File: src/hdl/imc_pkg.sv
// ----------------------------------------------------------------------------
// imc_pkg
// Shared widths, codes and types of the integer mask convolution unit.
// ----------------------------------------------------------------------------
package imc_pkg;

  // tap table geometry
  localparam int MAX_TAPS = 64;
  localparam int ADDR_W   = $clog2(MAX_TAPS);
  localparam int CNT_W    = $clog2(MAX_TAPS + 1);

  // field widths
  localparam int TAP_COUNT_W = 7;
  localparam int SHIFT_W     = 4;
  localparam int COEF_W      = 16;
  localparam int PIXEL_W     = 8;
  localparam int SLOT_W      = 6;
  localparam int ACC_W       = 16;
  localparam int OUT_W       = 8;
  localparam int PROD_W      = PIXEL_W + 1 + COEF_W;

  // configuration port
  localparam int CFG_IDX_W  = 2;
  localparam int CFG_DATA_W = 16;

  // result queue
  localparam int FIFO_DEPTH = 8;
  localparam int FIFO_PTR_W = $clog2(FIFO_DEPTH);
  localparam int FIFO_CNT_W = $clog2(FIFO_DEPTH + 1);

  typedef enum logic {
    CMD_COEF  = 1'b0,
    CMD_PIXEL = 1'b1
  } cmd_t;

  typedef enum logic [CFG_IDX_W-1:0] {
    CFG_TAP_COUNT     = 2'd0,
    CFG_PRODUCT_SHIFT = 2'd1,
    CFG_FINAL_SHIFT   = 2'd2,
    CFG_BIAS          = 2'd3
  } cfg_idx_t;

  typedef struct packed {
    logic [TAP_COUNT_W-1:0]  tap_count;
    logic [SHIFT_W-1:0]      product_shift;
    logic [SHIFT_W-1:0]      final_shift;
    logic signed [ACC_W-1:0] bias;
  } cfg_t;

  // per-tap control carried along the pipeline
  typedef struct packed {
    logic valid;
    logic odd;
    logic first;
    logic last;
  } tap_ctrl_t;

  // result-producing requests still in the pipeline
  typedef struct packed {
    logic s1_last;
    logic s2_last;
    logic s3_valid;
  } pipe_status_t;

endpackage

File: src/hdl/imc_channels.sv
// ----------------------------------------------------------------------------
// imc channels
// Valid/ready channels of the unit: samples in, results out, config writes.
// ----------------------------------------------------------------------------
interface imc_sample_if import imc_pkg::*; ();
  logic                     valid;
  logic                     ready;
  cmd_t                     cmd;
  logic [SLOT_W-1:0]        tap_index;
  logic signed [COEF_W-1:0] coefficient;
  logic [PIXEL_W-1:0]       pixel;

  modport source (output valid, cmd, tap_index, coefficient, pixel, input ready);
  modport sink   (input valid, cmd, tap_index, coefficient, pixel, output ready);
endinterface

interface imc_result_if import imc_pkg::*; ();
  logic             valid;
  logic             ready;
  logic [OUT_W-1:0] out_pixel;

  modport source (output valid, out_pixel, input ready);
  modport sink   (input valid, out_pixel, output ready);
endinterface

interface imc_cfg_if import imc_pkg::*; ();
  logic                  valid;
  logic                  ready;
  logic [CFG_IDX_W-1:0]  index;
  logic [CFG_DATA_W-1:0] data;

  modport source (output valid, index, data, input ready);
  modport sink   (input valid, index, data, output ready);
endinterface

File: src/hdl/integer_mask_convolution_uchar_unit.sv
// Takes one request per cycle while sample.ready is high. A coefficient
// request writes the tap table; a pixel request reads its coefficient from
// the table and passes through a four-stage pipeline (table read, multiply,
// pair accumulate, final scaling); the last pixel of a group pushes its
// result into the queue. The pair accumulator updates without a stall, which
// keeps the rate at one request per cycle. Results wait in an eight-entry
// queue; sample.ready drops only in reset or when that queue plus the results
// still in the pipeline reach eight. The tap table needs no clearing, so
// requests are taken once reset is low. Config writes are taken outside reset.
// ----------------------------------------------------------------------------
// integer_mask_convolution_uchar_unit
// Sparse integer mask convolution producing clamped 8-bit pixels.
// ----------------------------------------------------------------------------
module integer_mask_convolution_uchar_unit import imc_pkg::*; (
  input  logic         clk,
  input  logic         rst,
  imc_sample_if.sink   sample,
  imc_result_if.source result,
  imc_cfg_if.sink      cfg
);

  cfg_t                     cfg_regs;
  logic                     sample_acc;
  logic                     tap_req;
  logic                     coef_we;
  logic [ADDR_W-1:0]        rd_addr;
  logic signed [COEF_W-1:0] rd_data;
  logic                     push;
  logic [OUT_W-1:0]         push_data;
  pipe_status_t             status;
  logic [FIFO_CNT_W-1:0]    fifo_count;
  logic [FIFO_CNT_W:0]      occupancy;

  // config registers
  assign cfg.ready = !rst;

  always_ff @(posedge clk) begin
    if (rst) begin
      cfg_regs.tap_count     <= TAP_COUNT_W'(1);
      cfg_regs.product_shift <= '0;
      cfg_regs.final_shift   <= '0;
      cfg_regs.bias          <= '0;
    end else if (cfg.valid && cfg.ready) begin
      unique case (cfg_idx_t'(cfg.index))
        CFG_TAP_COUNT:     cfg_regs.tap_count     <= cfg.data[TAP_COUNT_W-1:0];
        CFG_PRODUCT_SHIFT: cfg_regs.product_shift <= cfg.data[SHIFT_W-1:0];
        CFG_FINAL_SHIFT:   cfg_regs.final_shift   <= cfg.data[SHIFT_W-1:0];
        CFG_BIAS:          cfg_regs.bias          <= cfg.data[ACC_W-1:0];
      endcase
    end
  end

  // request acceptance against queue space
  assign occupancy = (FIFO_CNT_W+1)'(fifo_count) + (FIFO_CNT_W+1)'(status.s1_last)
                   + (FIFO_CNT_W+1)'(status.s2_last) + (FIFO_CNT_W+1)'(status.s3_valid);
  assign sample.ready = !rst && (occupancy < (FIFO_CNT_W+1)'(FIFO_DEPTH));
  assign sample_acc   = sample.valid && sample.ready;
  assign tap_req      = sample_acc && (sample.cmd == CMD_PIXEL);
  assign coef_we      = sample_acc && (sample.cmd == CMD_COEF)
                      && (int'(sample.tap_index) < MAX_TAPS);

  imc_coef_ram u_ram (
    .clk   (clk),
    .we    (coef_we),
    .waddr (ADDR_W'(sample.tap_index)),
    .wdata (sample.coefficient),
    .re    (tap_req),
    .raddr (rd_addr),
    .rdata (rd_data)
  );

  imc_datapath u_dp (
    .clk       (clk),
    .rst       (rst),
    .cfg       (cfg_regs),
    .tap_req   (tap_req),
    .pixel     (sample.pixel),
    .rd_addr   (rd_addr),
    .rd_data   (rd_data),
    .push      (push),
    .push_data (push_data),
    .status    (status)
  );

  imc_out_fifo u_fifo (
    .clk       (clk),
    .rst       (rst),
    .push      (push),
    .push_data (push_data),
    .result    (result),
    .count     (fifo_count)
  );

endmodule

File: src/hdl/imc_coef_ram.sv
// ----------------------------------------------------------------------------
// imc_coef_ram
// Coefficient tap table: one write port, one registered read port.
// ----------------------------------------------------------------------------
module imc_coef_ram import imc_pkg::*; (
  input  logic                     clk,
  input  logic                     we,
  input  logic [ADDR_W-1:0]        waddr,
  input  logic signed [COEF_W-1:0] wdata,
  input  logic                     re,
  input  logic [ADDR_W-1:0]        raddr,
  output logic signed [COEF_W-1:0] rdata
);

  logic signed [COEF_W-1:0] mem [MAX_TAPS];

  // write port
  always_ff @(posedge clk) begin
    if (we) begin
      mem[waddr] <= wdata;
    end
  end

  // registered read port
  always_ff @(posedge clk) begin
    if (re) begin
      rdata <= mem[raddr];
    end
  end

endmodule

File: src/hdl/imc_datapath.sv
// ----------------------------------------------------------------------------
// imc_datapath
// Tap sequencing, multiply, pair accumulate and final scaling/clamp.
// ----------------------------------------------------------------------------
module imc_datapath import imc_pkg::*; (
  input  logic                     clk,
  input  logic                     rst,
  input  cfg_t                     cfg,
  input  logic                     tap_req,
  input  logic [PIXEL_W-1:0]       pixel,
  output logic [ADDR_W-1:0]        rd_addr,
  input  logic signed [COEF_W-1:0] rd_data,
  output logic                     push,
  output logic [OUT_W-1:0]         push_data,
  output pipe_status_t             status
);

  logic [CNT_W-1:0]         tap_counter;
  logic [CNT_W-1:0]         n_eff;
  logic                     last0;

  tap_ctrl_t                s1;
  logic [PIXEL_W-1:0]       s1_pixel;
  logic signed [PROD_W-1:0] product;

  tap_ctrl_t                s2;
  logic signed [PROD_W-1:0] s2_prod;
  logic signed [PROD_W-1:0] pend;
  logic signed [ACC_W-1:0]  acc;
  logic signed [PROD_W:0]   pair_raw;
  logic signed [PROD_W:0]   pair_shift;
  logic signed [ACC_W-1:0]  pair_sat;
  logic signed [ACC_W:0]    acc_sum;
  logic signed [ACC_W-1:0]  acc_new;

  logic                     s3_valid;
  logic signed [ACC_W-1:0]  s3_acc;
  logic signed [ACC_W-1:0]  acc_scaled;
  logic [ACC_W-1:0]         biased;

  // effective tap count and last-tap flag
  always_comb begin
    if (cfg.tap_count == '0) begin
      n_eff = CNT_W'(1);
    end else if (int'(cfg.tap_count) > MAX_TAPS) begin
      n_eff = CNT_W'(MAX_TAPS);
    end else begin
      n_eff = CNT_W'(cfg.tap_count);
    end
    last0 = ({1'b0, tap_counter} + (CNT_W+1)'(1)) >= {1'b0, n_eff};
  end

  assign rd_addr = tap_counter[ADDR_W-1:0];

  // stage 0: tap counter, table read issued
  always_ff @(posedge clk) begin
    if (rst) begin
      tap_counter <= '0;
      s1.valid    <= 1'b0;
    end else begin
      s1.valid <= tap_req;
      if (tap_req) begin
        tap_counter <= last0 ? '0 : tap_counter + CNT_W'(1);
      end
    end
    s1.odd   <= tap_counter[0];
    s1.first <= !tap_counter[0] && !last0;
    s1.last  <= last0;
    s1_pixel <= pixel;
  end

  // stage 1: pixel times coefficient
  assign product = $signed({1'b0, s1_pixel}) * rd_data;

  always_ff @(posedge clk) begin
    if (rst) begin
      s2.valid <= 1'b0;
    end else begin
      s2.valid <= s1.valid;
    end
    s2.odd   <= s1.odd;
    s2.first <= s1.first;
    s2.last  <= s1.last;
    s2_prod  <= product;
  end

  // stage 2: pair sum, shift, saturate, accumulate
  always_comb begin
    pair_raw   = s2.odd ? ((PROD_W+1)'(pend) + (PROD_W+1)'(s2_prod)) : (PROD_W+1)'(s2_prod);
    pair_shift = pair_raw >>> cfg.product_shift;
    if (pair_shift[PROD_W:ACC_W-1] == '0 || pair_shift[PROD_W:ACC_W-1] == '1) begin
      pair_sat = pair_shift[ACC_W-1:0];
    end else begin
      pair_sat = pair_shift[PROD_W] ? {1'b1, {(ACC_W-1){1'b0}}} : {1'b0, {(ACC_W-1){1'b1}}};
    end
    acc_sum = (ACC_W+1)'(acc) + (ACC_W+1)'(pair_sat);
    if (acc_sum[ACC_W] == acc_sum[ACC_W-1]) begin
      acc_new = acc_sum[ACC_W-1:0];
    end else begin
      acc_new = acc_sum[ACC_W] ? {1'b1, {(ACC_W-1){1'b0}}} : {1'b0, {(ACC_W-1){1'b1}}};
    end
  end

  always_ff @(posedge clk) begin
    if (rst) begin
      pend     <= '0;
      acc      <= '0;
      s3_valid <= 1'b0;
    end else begin
      s3_valid <= s2.valid && s2.last;
      if (s2.valid) begin
        if (s2.first) begin
          pend <= s2_prod;
        end else if (s2.last) begin
          pend <= '0;
          acc  <= '0;
        end else begin
          pend <= '0;
          acc  <= acc_new;
        end
      end
    end
  end

  always_ff @(posedge clk) begin
    if (s2.valid && s2.last) begin
      s3_acc <= acc_new;
    end
  end

  // stage 3: final shift, bias with wrap, clamp to pixel range
  always_comb begin
    acc_scaled = s3_acc >>> cfg.final_shift;
    biased     = acc_scaled + cfg.bias;
    if (biased[ACC_W-1]) begin
      push_data = '0;
    end else if (biased[ACC_W-2:OUT_W] != '0) begin
      push_data = '1;
    end else begin
      push_data = biased[OUT_W-1:0];
    end
  end

  assign push = s3_valid;

  assign status.s1_last  = s1.valid && s1.last;
  assign status.s2_last  = s2.valid && s2.last;
  assign status.s3_valid = s3_valid;

endmodule

File: src/hdl/imc_out_fifo.sv
// ----------------------------------------------------------------------------
// imc_out_fifo
// Result queue between the pipeline and the result channel.
// ----------------------------------------------------------------------------
module imc_out_fifo import imc_pkg::*; (
  input  logic                  clk,
  input  logic                  rst,
  input  logic                  push,
  input  logic [OUT_W-1:0]      push_data,
  imc_result_if.source          result,
  output logic [FIFO_CNT_W-1:0] count
);

  logic [OUT_W-1:0]      mem [FIFO_DEPTH];
  logic [FIFO_PTR_W-1:0] wr_ptr;
  logic [FIFO_PTR_W-1:0] rd_ptr;
  logic                  pop;

  assign result.valid     = count != '0;
  assign result.out_pixel = mem[rd_ptr];
  assign pop              = result.valid && result.ready;

  // storage
  always_ff @(posedge clk) begin
    if (push) begin
      mem[wr_ptr] <= push_data;
    end
  end

  // pointers and fill level
  always_ff @(posedge clk) begin
    if (rst) begin
      wr_ptr <= '0;
      rd_ptr <= '0;
      count  <= '0;
    end else begin
      if (push) begin
        wr_ptr <= (wr_ptr == FIFO_PTR_W'(FIFO_DEPTH - 1)) ? '0 : wr_ptr + FIFO_PTR_W'(1);
      end
      if (pop) begin
        rd_ptr <= (rd_ptr == FIFO_PTR_W'(FIFO_DEPTH - 1)) ? '0 : rd_ptr + FIFO_PTR_W'(1);
      end
      if (push && !pop) begin
        count <= count + FIFO_CNT_W'(1);
      end else if (pop && !push) begin
        count <= count - FIFO_CNT_W'(1);
      end
    end
  end

endmodule

File: src/flat_wrapper.sv
// flat-port wrapper written by rule: the top's interface ports become plain ports
module integer_mask_convolution_uchar_unit_flat import imc_pkg::*;
  (clk, rst, sample_valid, sample_cmd, sample_tap_index, sample_coefficient, sample_pixel, sample_ready, result_valid, result_out_pixel, result_ready, cfg_valid, cfg_index, cfg_data, cfg_ready);
  imc_sample_if sample_i ();
  imc_result_if result_i ();
  imc_cfg_if cfg_i ();
  input  logic clk;
  input  logic rst;
  input wire logic [$bits(sample_i.valid)-1:0] sample_valid;
  input wire logic [$bits(sample_i.cmd)-1:0] sample_cmd;
  input wire logic [$bits(sample_i.tap_index)-1:0] sample_tap_index;
  input wire logic [$bits(sample_i.coefficient)-1:0] sample_coefficient;
  input wire logic [$bits(sample_i.pixel)-1:0] sample_pixel;
  output wire logic [$bits(sample_i.ready)-1:0] sample_ready;
  output wire logic [$bits(result_i.valid)-1:0] result_valid;
  output wire logic [$bits(result_i.out_pixel)-1:0] result_out_pixel;
  input wire logic [$bits(result_i.ready)-1:0] result_ready;
  input wire logic [$bits(cfg_i.valid)-1:0] cfg_valid;
  input wire logic [$bits(cfg_i.index)-1:0] cfg_index;
  input wire logic [$bits(cfg_i.data)-1:0] cfg_data;
  output wire logic [$bits(cfg_i.ready)-1:0] cfg_ready;
  assign sample_i.valid = sample_valid;
  assign sample_i.cmd = sample_cmd;
  assign sample_i.tap_index = sample_tap_index;
  assign sample_i.coefficient = sample_coefficient;
  assign sample_i.pixel = sample_pixel;
  assign sample_ready = sample_i.ready;
  assign result_valid = result_i.valid;
  assign result_out_pixel = result_i.out_pixel;
  assign result_i.ready = result_ready;
  assign cfg_i.valid = cfg_valid;
  assign cfg_i.index = cfg_index;
  assign cfg_i.data = cfg_data;
  assign cfg_ready = cfg_i.ready;
  integer_mask_convolution_uchar_unit u_core (.clk(clk), .rst(rst), .sample(sample_i), .result(result_i), .cfg(cfg_i));
endmodule
File: config.mk
export PLATFORM = sky130hd
export DESIGN_NAME = integer_mask_convolution_uchar_unit_flat
export DESIGN_NICKNAME = d
export VERILOG_FILES = /design/src/hdl/imc_pkg.sv /design/src/hdl/imc_channels.sv /design/src/hdl/integer_mask_convolution_uchar_unit.sv /design/src/hdl/imc_coef_ram.sv /design/src/hdl/imc_datapath.sv /design/src/hdl/imc_out_fifo.sv /design/src/flat_wrapper.sv
export SDC_FILE = /design/constraint.sdc
export NUM_CORES = 2
export LEC_CHECK = 0
export ABC_AREA = 1
export BUFFER_PORTS_ARGS = -buffer_cell sky130_fd_sc_hd__buf_4
export CAP_MARGIN = 30
export CORE_ASPECT_RATIO = 1.5
export CORE_UTILIZATION = 57
export DETAILED_ROUTE_END_ITERATION = 7
export PLACE_DENSITY = 0.86
export SYNTH_ARGS = -nofsm -noshare
export SYNTH_HDL_FRONTEND = slang
export SYNTH_SLANG_ARGS = --single-unit
File: constraint.sdc
create_clock -name clk -period 5.3 [get_ports clk]
set_clock_uncertainty 0.15 [all_clocks]
set_input_delay 0.53 -clock clk [delete_from_list [all_inputs] [get_ports clk]]
set_output_delay 0.53 -clock clk [all_outputs]
set_load 0.1 [all_outputs]
==> flow_summary.yaml <==
logic_synthesis:
  syn_area_um2: 57710
  synth_fa_ha_area_share_pct: 6.357
  synthArstFlopShare_pct: 0
  synth_xor_area_share_pct: 1.032
  seq_area_frac_synth_pct: 62.93
  synth_top_family_by_area: "compound AO/OA/AOI/OAI gates"
  synthFlopType: "edfxtp_1"
  synth_area_per_cell_um2: 11.10
  yosys_register_bits: 1254
  synth-edff-count: 1120
  synth_compound_area_share_pct: 13.61
  ys_warn_count: 0
  synthesis.instances: 5199
  synthesis.nets: 5482
  synthDistinctLibCells: 50
  muxShareOfSynthArea_pct: 0.1041
  synth-simple-area-share_pct: 11.11
routing:
  finalWirelength_um: 154500
  viasPerCell: 6.341
  final_antenna_net_count: 0
  drt-initial-drc-count: 5455
  routedWlPerCell_um: 23.16
  num_vias: 42296
  route.detailed.drc: 0
  drt-pass1-iter-count: 8
die:
  die-height_um: 391.7
  core_area_um2: 100000
  initial_core_util_pct: 57.69
  die_w_um: 261.8
  dieArea_um2: 102500
  num_rows: 142
  ios: 65
placed_design:
  dp.cells: 6429
  io_buffers: 64
  dp_hpwl_um: 92940
  place_ws_ns: -0.4047
  placed_area_um2: 60100
  place.gp.congestion: 0.9368
finish:
  diodes: 0
  area_growth_pct: 12.34
  final_util_pct: 64.81
  design_area_um2: 64830
  drive_above_1_share_pct: 11.33
  n_fill_cell: 6872
  final_cell_count_no_fill: 6670
  final_nets: 5570
critical_path:
  rr_endpoint: "u_core.u_dp.s2_prod[21]$_DFF_P_"
  rr_worst_depth: 21
  cp_data_required_time_ns: 5.75
  crit_fanout: 4
  critPathLaunchType: "register"
  endpoint: "u_core.u_dp.s2_prod[21]$_DFF_P_"
  reg2reg_slack_ns: 0.20
  crit_type: "reg -> reg"
  cp_data_arrival_time_ns: 5.55
  r2r_start: "u_core.u_ram.rdata[10]$_DFFE_PP_"
  cp-startpoint: "u_core.u_ram.rdata[10]$_DFFE_PP_"
  endpoint_kind: "register"
min_path:
  hold_path.class: "in -> reg"
  worstHoldStart: "cfg_index[1]"
grt:
  grt_max_degree: 172
  gr-usage-all-layers_pct: 29.75
  grt_overflow: 0
  antenna_found_initial: 1
  grt_pass1_wl_um: 231000
  grt_pass1_vias: 41764
timing:
  hold_viol: 0
  setup_viol: 0
  fin_crit_ns: 5.102
  worst_slack_ns: 0.1976
  fin_crit_sh_pct: 96.27
  slew_viol_final: 0
  fmax_ghz: 0.1960
  relSlewSlack_pct: 32.40
  tightestPinTransition_ns: 1.014
clock_tree:
  path_clk_slew_ns: 0.07
  cts-root-buf: "clkbuf_16"
  clock_sinks: 1254
  cts_buffers: 107
  htree_num_levels: 3
  clockBufferDepth: 3
  insertion_delay_ns: 0.77
  cts_tree: "yes"
flow_run:
  drv_cap: 0
pwr:
  p_leak_nw: 24.12
  power_density_nw_per_um2: 414.8
  ir_drop_v: 0.0003276
outcome:
  outcome: "finished clean"
==> layout make-up <==
class                      count  area [µm²]  share of cell area [%]
clock inverter                74       784.5                   1.210
timing repair buffer         289        2351                   3.626
multi-input combinational   3206       19310                   29.79
tap                         1296        1622                   2.501
clock buffer                 122        2796                   4.314
sequential                  1254       36350                   56.07
inverter                     429        1619                   2.497
==> logic make-up after synthesis <==
| group | count (synthesis) |
|---|---|
| buffers and inverters | 739 |
| adders and majority gates | 229 |
| AOI/OAI and AO/OA | 1330 |
| and+or+nand+nor | 1573 |
| xor gates and xnor gates | 68 |
| DFF | 1254 |
| muxes | 6 |
==> critical path: stages, from the launching register on <==
cell	delay [ns]
edfxtp_1	0.43
nand2_1	0.12
fa_1	0.55
inv_1	0.05
fa_1	0.52
inv_1	0.06
fa_1	0.53
inv_1	0.05
fa_1	0.45
ha_1	0.35
a21oi_1	0.18
o21ai_1	0.11
a21oi_2	0.22
o21ai_2	0.11
nand3_1	0.07
nand2_1	0.09
nand3_1	0.10
nand2_1	0.08
a21oi_1	0.23
o21bai_2	0.11
a31oi_1	0.23
xnor2_2	0.20
==> registers in the layout (all words and copies together), names as in the netlist, named ones only <==
| register | count |
|---|---|
| u_core.u_dp.s1 | 4 |
| u_core.u_dp.s3_acc | 16 |
| u_core.u_fifo.mem | 64 |
| u_core.u_dp.s2_prod | 25 |
| u_core.cfg_regs | 31 |
| u_core.u_dp.pend | 25 |
| u_core.u_fifo.count | 4 |
| u_core.u_ram.rdata | 16 |
| u_core.u_fifo.wr_ptr | 3 |
| u_core.u_dp.tap_counter | 7 |
| u_core.u_ram.mem | 1024 |
| u_core.u_dp.acc | 16 |
| u_core.u_dp.s1_pixel | 8 |
| u_core.u_dp.s2 | 4 |
| u_core.u_fifo.rd_ptr | 3 |
| u_core.u_dp.push | 1 |
==> cells in the final DEF, fill, tap and decap left out, types with 118 or more instances in the layout <==
cell type | synthesis | layout
inv_1 | 423 | 419
nand2_1 | 776 | 755
a21oi_1 | 423 | 412
o221ai_1 | 221 | 221
dfxtp_1 | 134 | 118
o21ai_0 | 521 | 499
edfxtp_1 | 1120 | 1120
nor2_1 | 499 | 487
buf_4 | 0 | 252
nand3_1 | 226 | 208
==> worst min-delay path by stage <==
stage | cells past startpoint | end | slack [ns]
after CTS | 2 | u_core.u_dp.acc[5]$_SDFFE_PP0P_ | 0.02
after detailed placement | 0 | u_core.u_dp.s2[2]$_DFF_P_ | 0.17
after global placement | 0 | u_core.u_dp.s2[2]$_DFF_P_ | 0.17
final | 4 | u_core.cfg_regs[23]$_SDFFE_PP0P_ | 0.06
after floorplan | 0 | u_core.u_dp.s2[1]$_DFF_P_ | 0.16
after global routing | 2 | u_core.u_dp.acc[2]$_SDFFE_PP0P_ | 0.04
==> repair_timing <==
action | in CTS | in global routing
endpoints found under the hold margin | 40 | 0
hold buffers | 25 | 0
setup endpoints to repair | 36 | 100
pin swaps | 1 | 40
cloned | 0 | 2
resized for setup | 17 | 158
setup buffers | 2 | 16
==> layer usage <==
layer | track usage [%] | routed length, µm | up-vias
met1 | 33.50 | 50520 | 20262
met4 | 20.36 | 11000 | 0
met3 | 4.780 | 14610 | 627
met2 | 51.46 | 78340 | 2743
li1 | - | - | 18664
met5 | 0 | 0 | -
==> synth_stat cells (45+ instances only) <==
cell      count  area share, %
nand3_1     226            2.0
nor2_1      499            3.2
inv_1       423            2.8
fa_1        107            3.7
clkbuf_1    282            1.8
nand2_1     776            5.0
ha_1        122            2.6
edfxtp_1   1120             58
dfxtp_1     134            4.6
o22ai_1      45           0.49
a21oi_1     423            3.7
o21ai_0     521            4.5
o211ai_1     55           0.72
o221ai_1    221            3.4
==> report_power, final <==
group | internal, mW | total [mW] | leakage (nW) | switching [mW]
sequential | 11.1 | 11.3 | 11.2 | 0.265
combinational | 2.68 | 7.59 | 11.2 | 4.90
clock | 4.29 | 7.97 | 1.73 | 3.68
==> stage by stage <==
step | TNS (ns) | total power, mW | hold slack [ns]
finish | 0 | 26.89 | 0.05927
global route | -1.439 | 27.99 | 0.04096
CTS | 0 | 26.28 | 0.02153
detailed placement | -4.257 | 18.34 | 0.1729
global placement | -2.056 | 18.10 | 0.1743
floorplan | 0 | 16.11 | 0.1596
(Power assumes the default switching activity.)
